### config.mk
export PLATFORM = sky130hd
export DESIGN_NAME = form_data_pair_parser
export DESIGN_NICKNAME = d
export VERILOG_FILES = /design/src/sv/fdp_pkg.sv /design/src/sv/fdp_front.sv /design/src/sv/fdp_back.sv /design/src/sv/form_data_pair_parser.sv
export SDC_FILE = /design/constraint.sdc
export NUM_CORES = 1
export LEC_CHECK = 0
export BUFFER_PORTS_ARGS = -buffer_cell sky130_fd_sc_hd__buf_2
export CORE_ASPECT_RATIO = 0.7
export CORE_MARGIN = 2
export CORE_UTILIZATION = 45
export DETAILED_ROUTE_END_ITERATION = 8
export GPL_ROUTABILITY_DRIVEN = 0
export PLACE_DENSITY = 0.73
export SLEW_MARGIN = 0
export SYNTH_ARGS = -nofsm -noshare
export SYNTH_HDL_FRONTEND = slang
export SYNTH_SLANG_ARGS = --single-unit
### constraint.sdc
create_clock -name clock -period 5.39 [get_ports clock]
set_input_delay 0.8085 -clock clock [delete_from_list [all_inputs] [get_ports clock]]
set_output_delay 0.8085 -clock clock [all_outputs]
set_load 0.02 [all_outputs]
### src/sv/fdp_pkg.sv
// ----------------------------------------------------------------------------
// Form data pair parser package
// Shared types, codes and constants for the form record pair parser.
// ----------------------------------------------------------------------------
package fdp_pkg;

   localparam int unsigned KeyBytes   = 8;
   localparam int unsigned QueueDepth = 4;
   localparam int unsigned QueuePtrW  = $clog2(QueueDepth);

   // Result kinds
   localparam logic [1:0] KIND_BYTE  = 2'd0;
   localparam logic [1:0] KIND_PAIR  = 2'd1;
   localparam logic [1:0] KIND_ERROR = 2'd2;

   // Configuration register indexes
   localparam logic [1:0] CSR_MAX_KEYS  = 2'd0;
   localparam logic [1:0] CSR_MAX_BYTES = 2'd1;

   // Special characters
   localparam logic [7:0] CHAR_EQUALS  = 8'h3D;
   localparam logic [7:0] CHAR_SEMI    = 8'h3B;
   localparam logic [7:0] CHAR_AMP     = 8'h26;
   localparam logic [7:0] CHAR_PERCENT = 8'h25;
   localparam logic [7:0] CHAR_PLUS    = 8'h2B;
   localparam logic [7:0] CHAR_SPACE   = 8'h20;

   typedef enum logic [4:0] {
      MODE_KEY   = 5'b00001,
      MODE_VALUE = 5'b00010,
      MODE_HEX1  = 5'b00100,
      MODE_HEX2  = 5'b01000,
      MODE_SKIP  = 5'b10000
   } mode_type;

   // One classified record byte, as it travels through the queue
   typedef struct packed {
      logic [7:0] data;
      logic [3:0] hex;
      logic       is_zero;
      logic       is_equals;
      logic       is_sep;
      logic       is_percent;
      logic       is_plus;
   } class_type;

   typedef struct packed {
      logic [8:0]  max_keys;
      logic [15:0] max_bytes;
   } cfg_type;

   function automatic logic [3:0] hex_value(input logic [7:0] c);
      logic [3:0] v;
      v = 4'd0;
      if (c >= 8'h30 && c <= 8'h39) begin
         v = 4'(c - 8'h30);
      end else if (c >= 8'h61 && c <= 8'h66) begin
         v = 4'(c - 8'h57);
      end else if (c >= 8'h41 && c <= 8'h46) begin
         v = 4'(c - 8'h37);
      end
      return v;
   endfunction

endpackage

### src/sv/fdp_front.sv
// ----------------------------------------------------------------------------
// Form data pair parser front end
// Classify incoming bytes and hold them in a short queue for the back end.
// ----------------------------------------------------------------------------
module fdp_front (
   input  logic                clock,
   input  logic                reset,
   input  logic                req_valid,
   output logic                req_ready,
   input  logic [7:0]          req_data_byte,
   output logic                q_valid,
   output fdp_pkg::class_type  q_head,
   input  logic                q_pop
);

   fdp_pkg::class_type                 cls;
   fdp_pkg::class_type                 entry_ff [fdp_pkg::QueueDepth];
   logic [fdp_pkg::QueuePtrW-1:0]      wr_ptr_ff, wr_ptr_in;
   logic [fdp_pkg::QueuePtrW-1:0]      rd_ptr_ff, rd_ptr_in;
   logic [fdp_pkg::QueuePtrW:0]        count_ff, count_in;
   logic                               push;
   logic                               pop;

   always_comb begin
      cls.data       = req_data_byte;
      cls.hex        = fdp_pkg::hex_value(req_data_byte);
      cls.is_zero    = (req_data_byte == 8'd0);
      cls.is_equals  = (req_data_byte == fdp_pkg::CHAR_EQUALS);
      cls.is_sep     = (req_data_byte == fdp_pkg::CHAR_SEMI) ||
                       (req_data_byte == fdp_pkg::CHAR_AMP);
      cls.is_percent = (req_data_byte == fdp_pkg::CHAR_PERCENT);
      cls.is_plus    = (req_data_byte == fdp_pkg::CHAR_PLUS);
   end

   assign req_ready = (count_ff != (fdp_pkg::QueuePtrW+1)'(fdp_pkg::QueueDepth));
   assign push      = req_valid && req_ready;
   assign q_valid   = (count_ff != '0);
   assign pop       = q_pop && q_valid;
   assign q_head    = entry_ff[rd_ptr_ff];

   always_comb begin
      wr_ptr_in = push ? wr_ptr_ff + 1'b1 : wr_ptr_ff;
      rd_ptr_in = pop  ? rd_ptr_ff + 1'b1 : rd_ptr_ff;
      count_in  = count_ff;
      if (push && !pop) begin
         count_in = count_ff + 1'b1;
      end else if (pop && !push) begin
         count_in = count_ff - 1'b1;
      end
   end

   always_ff @(posedge clock) begin
      if (reset) begin
         wr_ptr_ff <= '0;
         rd_ptr_ff <= '0;
         count_ff  <= '0;
      end else begin
         wr_ptr_ff <= wr_ptr_in;
         rd_ptr_ff <= rd_ptr_in;
         count_ff  <= count_in;
      end
   end

   always_ff @(posedge clock) begin
      if (push) begin
         entry_ff[wr_ptr_ff] <= cls;
      end
   end

endmodule

### src/sv/fdp_back.sv
// ----------------------------------------------------------------------------
// Form data pair parser back end
// Run the record state machine on queued bytes and register one result.
// ----------------------------------------------------------------------------
module fdp_back (
   input  logic                clock,
   input  logic                reset,
   input  fdp_pkg::cfg_type    cfg,
   input  logic                q_valid,
   input  fdp_pkg::class_type  q_head,
   output logic                q_pop,
   output logic                rsp_valid,
   input  logic                rsp_ready,
   output logic [1:0]          rsp_item_kind,
   output logic [7:0]          rsp_value_byte,
   output logic [63:0]         rsp_packed_key,
   output logic [7:0]          rsp_pair_index
);

   fdp_pkg::mode_type mode_ff, mode_in;
   logic [63:0] key_ff, key_in;
   logic [3:0]  key_pos_ff, key_pos_in;
   logic [3:0]  nibble_ff, nibble_in;
   logic [8:0]  pair_cnt_ff, pair_cnt_in;
   logic [15:0] byte_cnt_ff, byte_cnt_in;

   logic        rsp_valid_ff, rsp_valid_in;
   logic [1:0]  kind_ff, kind_in;
   logic [7:0]  vbyte_ff, vbyte_in;
   logic [63:0] pkey_ff, pkey_in;
   logic [7:0]  pidx_ff, pidx_in;

   logic        advance;
   logic        res;
   logic [8:0]  next_pair;
   logic        key_limit;

   assign advance   = !rsp_valid_ff || rsp_ready;
   assign q_pop     = advance && q_valid;
   assign next_pair = pair_cnt_ff + 9'd1;
   assign key_limit = (next_pair >= cfg.max_keys);

   always_comb begin
      mode_in     = mode_ff;
      key_in      = key_ff;
      key_pos_in  = key_pos_ff;
      nibble_in   = nibble_ff;
      pair_cnt_in = pair_cnt_ff;
      byte_cnt_in = byte_cnt_ff;
      res         = 1'b0;
      kind_in     = fdp_pkg::KIND_BYTE;
      vbyte_in    = 8'd0;
      pkey_in     = 64'd0;
      pidx_in     = 8'd0;

      if (q_head.is_zero) begin
         // record end: close an open pair, then clear everything
         if (mode_ff == fdp_pkg::MODE_VALUE || mode_ff == fdp_pkg::MODE_HEX1 ||
             mode_ff == fdp_pkg::MODE_HEX2) begin
            res = 1'b1;
            if (key_limit) begin
               kind_in = fdp_pkg::KIND_ERROR;
            end else begin
               kind_in = fdp_pkg::KIND_PAIR;
               pkey_in = key_ff;
               pidx_in = pair_cnt_ff[7:0];
            end
         end
         mode_in     = fdp_pkg::MODE_KEY;
         key_in      = 64'd0;
         key_pos_in  = 4'd0;
         nibble_in   = 4'd0;
         pair_cnt_in = 9'd0;
         byte_cnt_in = 16'd0;
      end else if (mode_ff == fdp_pkg::MODE_SKIP) begin
         // drop until record end
      end else if (byte_cnt_ff >= cfg.max_bytes) begin
         res     = 1'b1;
         kind_in = fdp_pkg::KIND_ERROR;
         mode_in = fdp_pkg::MODE_SKIP;
      end else begin
         byte_cnt_in = byte_cnt_ff + 16'd1;
         unique case (mode_ff)
            fdp_pkg::MODE_KEY: begin
               if (q_head.is_equals) begin
                  key_pos_in = 4'(fdp_pkg::KeyBytes);
                  mode_in    = fdp_pkg::MODE_VALUE;
               end else if (key_pos_ff < 4'(fdp_pkg::KeyBytes)) begin
                  key_in[{key_pos_ff[2:0], 3'b000} +: 8] = q_head.data;
                  key_pos_in = key_pos_ff + 4'd1;
               end
            end
            fdp_pkg::MODE_VALUE: begin
               if (q_head.is_sep) begin
                  res = 1'b1;
                  if (key_limit) begin
                     kind_in = fdp_pkg::KIND_ERROR;
                     mode_in = fdp_pkg::MODE_SKIP;
                  end else begin
                     kind_in     = fdp_pkg::KIND_PAIR;
                     pkey_in     = key_ff;
                     pidx_in     = pair_cnt_ff[7:0];
                     pair_cnt_in = next_pair;
                     mode_in     = fdp_pkg::MODE_KEY;
                     key_in      = 64'd0;
                     key_pos_in  = 4'd0;
                  end
               end else if (q_head.is_percent) begin
                  mode_in = fdp_pkg::MODE_HEX1;
               end else begin
                  res      = 1'b1;
                  vbyte_in = q_head.is_plus ? fdp_pkg::CHAR_SPACE : q_head.data;
               end
            end
            fdp_pkg::MODE_HEX1: begin
               nibble_in = q_head.hex;
               mode_in   = fdp_pkg::MODE_HEX2;
            end
            fdp_pkg::MODE_HEX2: begin
               res       = 1'b1;
               vbyte_in  = {nibble_ff, q_head.hex};
               nibble_in = 4'd0;
               mode_in   = fdp_pkg::MODE_VALUE;
            end
            default: begin
               mode_in = fdp_pkg::MODE_SKIP;
            end
         endcase
      end
   end

   always_comb begin
      rsp_valid_in = rsp_valid_ff;
      if (advance) begin
         rsp_valid_in = q_valid && res;
      end
   end

   always_ff @(posedge clock) begin
      if (reset) begin
         mode_ff      <= fdp_pkg::MODE_KEY;
         key_ff       <= 64'd0;
         key_pos_ff   <= 4'd0;
         nibble_ff    <= 4'd0;
         pair_cnt_ff  <= 9'd0;
         byte_cnt_ff  <= 16'd0;
         rsp_valid_ff <= 1'b0;
      end else begin
         rsp_valid_ff <= rsp_valid_in;
         if (q_pop) begin
            mode_ff     <= mode_in;
            key_ff      <= key_in;
            key_pos_ff  <= key_pos_in;
            nibble_ff   <= nibble_in;
            pair_cnt_ff <= pair_cnt_in;
            byte_cnt_ff <= byte_cnt_in;
         end
      end
   end

   always_ff @(posedge clock) begin
      if (q_pop && res) begin
         kind_ff  <= kind_in;
         vbyte_ff <= vbyte_in;
         pkey_ff  <= pkey_in;
         pidx_ff  <= pidx_in;
      end
   end

   assign rsp_valid      = rsp_valid_ff;
   assign rsp_item_kind  = kind_ff;
   assign rsp_value_byte = vbyte_ff;
   assign rsp_packed_key = pkey_ff;
   assign rsp_pair_index = pidx_ff;

endmodule

### src/sv/form_data_pair_parser.sv
// ----------------------------------------------------------------------------
// Form data pair parser
// Path: an accepted byte is written into the queue; the back end then steps
// on it and registers its result. Throughput: one byte per cycle while the
// queue has room and results are taken; a queue write and a state machine step.
// Reset: synchronous, active high; limits return to 64 keys and 4096 bytes,
// the parser returns to key mode with all counters and the key cleared.
// ----------------------------------------------------------------------------
// Streaming url-encoded form decoder. The front end classifies each byte and
// queues it; the back end runs the key/value state machine and drives one
// registered result, so each side can stall independently of the other.
// ----------------------------------------------------------------------------
module form_data_pair_parser (
   input  logic        clock,
   input  logic        reset,
   // byte input
   input  logic        req_valid,
   output logic        req_ready,
   input  logic [7:0]  req_data_byte,
   // results
   output logic        rsp_valid,
   input  logic        rsp_ready,
   output logic [1:0]  rsp_item_kind,
   output logic [7:0]  rsp_value_byte,
   output logic [63:0] rsp_packed_key,
   output logic [7:0]  rsp_pair_index,
   // configuration writes
   input  logic        csr_valid,
   output logic        csr_ready,
   input  logic [1:0]  csr_index,
   input  logic [15:0] csr_wdata
);

   fdp_pkg::cfg_type   cfg_ff, cfg_in;
   logic               q_valid;
   logic               q_pop;
   fdp_pkg::class_type q_head;

   // Limits take writes at any time; unknown indexes are dropped.
   assign csr_ready = 1'b1;

   always_comb begin
      cfg_in = cfg_ff;
      if (csr_valid) begin
         unique case (csr_index)
            fdp_pkg::CSR_MAX_KEYS:  cfg_in.max_keys  = csr_wdata[8:0];
            fdp_pkg::CSR_MAX_BYTES: cfg_in.max_bytes = csr_wdata;
            default: begin
               cfg_in = cfg_ff;
            end
         endcase
      end
   end

   always_ff @(posedge clock) begin
      if (reset) begin
         cfg_ff.max_keys  <= 9'd64;
         cfg_ff.max_bytes <= 16'd4096;
      end else begin
         cfg_ff <= cfg_in;
      end
   end

   // Front: classify and queue each accepted item.
   fdp_front u_front (
      .clock         (clock),
      .reset         (reset),
      .req_valid     (req_valid),
      .req_ready     (req_ready),
      .req_data_byte (req_data_byte),
      .q_valid       (q_valid),
      .q_head        (q_head),
      .q_pop         (q_pop)
   );

   // Back: advance the parser whenever the result register can take a result.
   fdp_back u_back (
      .clock          (clock),
      .reset          (reset),
      .cfg            (cfg_ff),
      .q_valid        (q_valid),
      .q_head         (q_head),
      .q_pop          (q_pop),
      .rsp_valid      (rsp_valid),
      .rsp_ready      (rsp_ready),
      .rsp_item_kind  (rsp_item_kind),
      .rsp_value_byte (rsp_value_byte),
      .rsp_packed_key (rsp_packed_key),
      .rsp_pair_index (rsp_pair_index)
   );

endmodule

---- Yosys cells after proc, flatten, opt, wreduce, memory -nomap -nowiden ----
Memory sizes are Yosys's and may differ from the RTL's. A register that Yosys moved wholly into a read port is not among the register bits.
Cells that the tools add are included.
Widths: inputs -> output; s select.
word-level totals
  RAM bits ................................ 68
  word-level logic and storage cells ...... 174
  memories ................................ 1
  register bits after elaboration ......... 217
  input bits .............................. 31
  output and inout bits ................... 85
memories
  name              depth  bits a word  rd ports  clocked after memory_dff  write ports  RTL line         source
  u_front.entry_ff  4      17           1         1                         1            fdp_front.sv:17  fdp_pkg::class_type entry_ff [fdp_pkg::QueueDepth];
cells by class
  reduce and logical (&&, ||, !) cells .... 34
  shift-type cells ........................ 2
  order comparisons ....................... 9
  mux-type cells .......................... 79
  add/sub/neg operators ................... 11
  equal/unequal tests ..................... 22
operator list
  kind                    count
  $mux 64                 14
  $pmux 64 s2             1
  $mux 8                  10
  $bwmux 64               1
  $shift 8x8->64 const A  1
  $shiftx 8x8->64         1
  $mux 9                  6
  $mux 4                  13
  $mux 16                 3
  $eq 8x6->1 const B      5
  $mux 5                  7
  $pmux 5 s4              1
  $mux 2                  9
  $add 16x1->16 const B   1
  $ge 16x16->1            1
  $ge 8x7->1 const B      2
  $le 8x7->1 const B      2
  $pmux 4 s2              2
  $pmux 8 s2              1
  $ne 3x3->1 const B      4
  $logic_and 1x1->1       10
  $add 9x1->9 const B     1
  $ge 9x9->1              1
  $reduce_bool 3->1       3
  other kinds (35)        57

---- Depth between registers and ports, before layout ----
  depth in word-level cells ............... 9
  gate-level depth with buffers ........... 13
  depth with buffers taken out ............ 12

---- Hierarchy ----
A second synthesis with hierarchy kept.
second synthesis, totals
  cells, all modules ...................... 1061
  area, all modules ....................... 12655.9 µm²
by module, submodules not included
  module                 area each (µm²)  cells each  times used  seq. area each (µm²)
  fdp_back               8383.0           780         1           4524.3
  fdp_front              3184.3           176         1           2222.1
  form_data_pair_parser  1088.5           105         1           500.5

---- Least setup slack after synthesis ----
No wires, ideal clock.
  path type ............................... register -> register
  start ................................... register cfg_ff[13] in the netlist's numbering
  end ..................................... register u_back.kind_ff[0], in the netlist u_back.rsp_item_kind[0] (enable)
  path buffers ............................ 0
  period minus slack after synthesis ...... 3724 ps
  setup slack ............................. 1666 ps
  setup time .............................. 435 ps
  data required time ...................... 4955 ps
  arrival time ............................ 3289 ps
  cell stages (with the launch flop) ...... 9
  cell sequence ........................... dfxtp_1 -> inv_1 -> ha_1 -> nand4_1 -> nor4_1 -> a32oi_2 -> nand2_1 -> o221ai_1 -> inv_1
on the way
  cells in the longest elaborated chain, start to end .. 5
ends and longest elaborated chain
  item                    RTL line                     source
  from (decl)             form_data_pair_parser.sv:34  fdp_pkg::cfg_type cfg_ff, cfg_in;
  from (signal assigned)  form_data_pair_parser.sv:60  cfg_ff <= cfg_in;
  $ge 16x16->1            fdp_back.sv:77               end else if (byte_cnt_ff >= cfg.max_bytes) begin
  $mux 1                  fdp_back.sv:77
  $mux 1                  fdp_back.sv:75               end else if (mode_ff == fdp_pkg::MODE_SKIP) begin
  $mux 1                  fdp_back.sv:56               if (q_head.is_zero) begin
  $logic_and 1x1->1       fdp_back.sv:162              if (q_pop && res) begin
  to (signal assigned)    fdp_back.sv:163              kind_ff <= kind_in;
  to (decl)               fdp_back.sv:28               logic [1:0] kind_ff, kind_in;
No other way between the ends.
A chain may end at the register's enable or synchronous reset.

---- Worst setup path in the final report ----
  start ................................... register u_back.pair_cnt_ff[0]
  end ..................................... register u_back.key_ff[15]
on the way
  cells in the longest elaborated chain, start to end .. 4
ends and longest elaborated chain
  item                               RTL line         source
  from (decl)                        fdp_back.sv:24   logic [8:0] pair_cnt_ff, pair_cnt_in;
  from (signal assigned)             fdp_back.sv:155  pair_cnt_ff <= pair_cnt_in;
  $add 9x1->9                        fdp_back.sv:40   assign next_pair = pair_cnt_ff + 9'd1;
  $ge 9x9->1                         fdp_back.sv:41   assign key_limit = (next_pair >= cfg.max_keys);
  $ne 3x3->1 (no source line)        n/a
  $reduce_and 8->1 (no source line)  n/a
  to (signal assigned)               fdp_back.sv:152  key_ff <= key_in;
  to (decl)                          fdp_back.sv:21   logic [63:0] key_ff, key_in;
No other way between the ends.

==> run metrics <==
first-pass detailed-route iteration total=5; EDFF count, synth=150; clock tree from TritonCTS=done; internal power=0.00437 W; via count=8313; final clock period utilization by the worst path=73.3%; drt total wl=26600 um; NetSw=0.00228 W; final worst-path setup slack=1.44 ns; number of distinct standard cells referenced by the synthesized netlist=71; layout cell share with drive strength beyond 1=18.3%; number of H-tree branching levels=1; post-CTS setup buffer count=0; non-filler cells in the finished layout=1512; result of the run=finished clean; Worst Setup Path Type=reg2reg; final antenna-violating net count=0; combined flip-flop and latch cell area=7250 um^2; sequential group share of total power=42.0%; layout overhead on the synthesized area=15.0%; normalized max-slew margin=19.6%; fmax=253 MHz; static leakage power=5.16 nW; worst-path cell with the longest stage delay=or3_1; area of the multi-input gates=4710 um^2; worst slack at placement=1.51 ns; setup repair after global routing missed its margin=no; Synth Warn #=0; flip-flop and latch count after synthesis=287; effective utilization at floorplan=45.9%; half-perimeter wire length of the detailed placement result=17800 um; Sw Share=34.3%; Post-CTS Hold Fix Bufs=0; pin count of the biggest net entering global routing=83; height of the die=142 um; area of the die=28700 um^2; via count of the first global-routing pass=7905; maximum VDD drop=0.246 mV; Std-Cell Rows=50; clock-pin slew of the registers on the worst-case setup and hold paths=0.06 ns; Worst Path Required=5.87 ns; antenna violations before repair=0; hold violation total from the final report=0; number of buffers on the longest clock path=3; arrival time of the worst setup path=4.43 ns; sort of element at the end of the critical path=flop; Avg Cell Area, Syn=12.0 um^2; global route overflow=0; Worst Clk Skew=0.0299 ns; count of inserted antenna diode cells=0; average via count per standard cell=5.50; total nets after synthesis=1095; final-report setup violation count=0; Slew Viols, Final=0; Clk Latency, worst-skew pair=0.56 ns; Std-Cell Core Area=26800 um^2; sequential-to-total area share from yosys stat=59.0%; overall global routing resource usage=18.4%; buffers and inverters on the worst path=1; part of the power in combinational logic=27.5%; worst min-delay path class=reg2reg; final design instance area without fill=14100 um^2; die outline width=202 um; setup TNS=0 ns; biggest cell delay along the critical path=0.68 ns; Least-Margin Pin Slew=1.20 ns; number of buffers inserted by port buffering=114; post-cts sizing count=0; worst-path maximum fanout=13; share of synthesized registers carrying an async set or reset=0%; cell type group with the largest total delay on the critical path=simple AND/OR/NAND/NOR gates; TritonCTS Sinks=287; cell chosen for the clock root=clkbuf_16; global-route wire length before repair=42400 um; startpoint kind of the worst setup timing path=flop; pwr dens=471 nW/um^2; Fill cells=2271; number of ports placed on the die boundary=116; Max Cap Violations=0; number of nets in the final layout=1198; cts bufs inserted=28; worst-path cell chain=ha_1, and3_1, and3_1, nand3_1, xnor2_1, ha_1, nand4_1, nor3_1, a2111oi_2, buf_4, or3_1, a31oi_4, a22o_1; most used flip-flop cell after synthesis=edfxtp_1; final standard cell utilization of the core=52.8%; count of routing violations after the opening detailed-route iteration=598; DRC violations left=0; routed length per instance=17.6 um; clock group share of total power=30.5%; area post-placement=13200 um^2; cell area after synthesis=12300 um^2; Period minus WS final=3.95 ns; cell count after synthesis=1023; Post-Place Cells=1460
cell usage in the layout (no fill, tap or decap), types with 5 or more instances in the layout:
cell	n
inv_1	39
mux2i_1	15
nor2_1	53
a22oi_1	7
dfxtp_1	137
buf_4	5
clkinv_2	7
xnor2_1	9
nor3_1	10
nand2b_1	10
a31oi_4	7
and3_1	12
ha_1	40
nand4_1	10
buf_2	114
and2_1	75
or4_1	19
a21oi_1	69
a22o_1	56
nand3_1	18
or3_1	7
mux4_2	17
o31ai_1	13
o21ai_0	36
nor4_1	5
nand2_1	86
clkbuf_16	28
edfxtp_1	150
Yosys cell counts (9+ instances only):
cell type / number / area share [%]
edfxtp_1: 150 / 37
inv_1: 40 / 1.2
clkbuf_1: 33 / 1.0
nand2b_1: 10 / 0.51
or4_1: 19 / 1.2
dfxtp_1: 137 / 22
mux4_2: 17 / 3.1
nor3_1: 10 / 0.41
and3_1: 12 / 0.61
a22o_1: 56 / 4.0
nand2_1: 86 / 2.6
mux2i_1: 15 / 1.2
nand3_1: 18 / 0.73
a21oi_1: 69 / 2.8
xnor2_1: 9 / 0.64
o31ai_1: 13 / 0.79
ha_1: 40 / 4.1
nor2_1: 53 / 1.6
and2_1: 75 / 3.8
nand4_1: 10 / 0.51
o21ai_0: 37 / 1.5
layer usage:
| metal | vias up | track usage [%] | part of all wire, % |
|---|---|---|---|
| met5 | - | 0 | 0 |
| met4 | 0 | 5.19 | 2.6 |
| met3 | 54 | 3.11 | 5.2 |
| met2 | 219 | 27.7 | 43 |
| met1 | 4023 | 27.5 | 49 |
| li1 | 4017 | - | - |
tightest hold or removal path, stage by stage, from the launching register on:
cell and delay (ns):
dfxtp_1 0.31, nand2_1 0.05, a21oi_1 0.05
flip-flops by register name, indices dropped and copies added (netlist names), named ones only:
name / count
u_back.rsp_value_byte: 8
u_back.nibble_ff: 4
u_back.rsp_packed_key: 64
u_back.rsp_valid: 1
u_front.wr_ptr_ff: 2
u_back.byte_cnt_ff: 16
u_back.key_ff: 64
u_front.count_ff: 3
u_back.mode_ff: 5
u_front.rd_ptr_ff: 2
u_back.rsp_pair_index: 8
cfg_ff: 25
u_front.entry_ff: 68
u_back.key_pos_ff: 4
u_back.pair_cnt_ff: 9
u_back.rsp_item_kind: 2
final timing paths:
kind,slack [ns],endpoint,cells past startpoint,startpoint
max reg2reg,1.44,u_back.key_ff[15]$_SDFFE_PP0P_,13,u_back.pair_cnt_ff[0]$_SDFFE_PP0P_
max,1.44,u_back.key_ff[15]$_SDFFE_PP0P_,13,u_back.pair_cnt_ff[0]$_SDFFE_PP0P_
min,0.45,cfg_ff[13]$_SDFFE_PP0P_,2,cfg_ff[13]$_SDFFE_PP0P_
min reg2reg,0.45,cfg_ff[13]$_SDFFE_PP0P_,2,cfg_ff[13]$_SDFFE_PP0P_
through the flow:
stage | hold WS [ns] | power, W
4_1_cts | 0.456 | 0.00670
3_5_place_dp | 0.448 | 0.00467
5_1_grt | 0.480 | 0.00696
6_report | 0.454 | 0.00666
2_1_floorplan | 0.433 | 0.00414
3_3_place_gp | 0.444 | 0.00464
final cells by class:
| cell class | count | area share [%] |
|---|---|---|
| repair buffers | 119 | 4.30 |
| well taps | 364 | 3.22 |
| multi-input cells | 650 | 33.3 |
| inverters | 40 | 1.07 |
| flip-flops and latches | 287 | 51.3 |
| clock inverters | 18 | 1.53 |
| clock buffers | 34 | 5.33 |
cell families after synthesis:
group           Yosys count  synth area share [%]
xor+xnor                 13                 0.926
buf+inv                  86                  2.83
simple gates            339                  15.4
fa+ha+maj                41                  4.24
flops                   287                  59.0
mux                      33                  4.43
compound gates          223                  13.2
other cells               1                0.0305
power groups by stage:
stage	Combinational (W)	Sequential, W	Clock [W]
final	0.00183	0.00280	0.00203
after detailed placement	0.00182	0.00285	0
after global routing	0.00197	0.00283	0.00216
after CTS	0.00183	0.00281	0.00206
after floorplan	0.00114	0.00300	0
after global placement	0.00180	0.00285	0
Note: power is estimated with default switching activity, not from simulation.
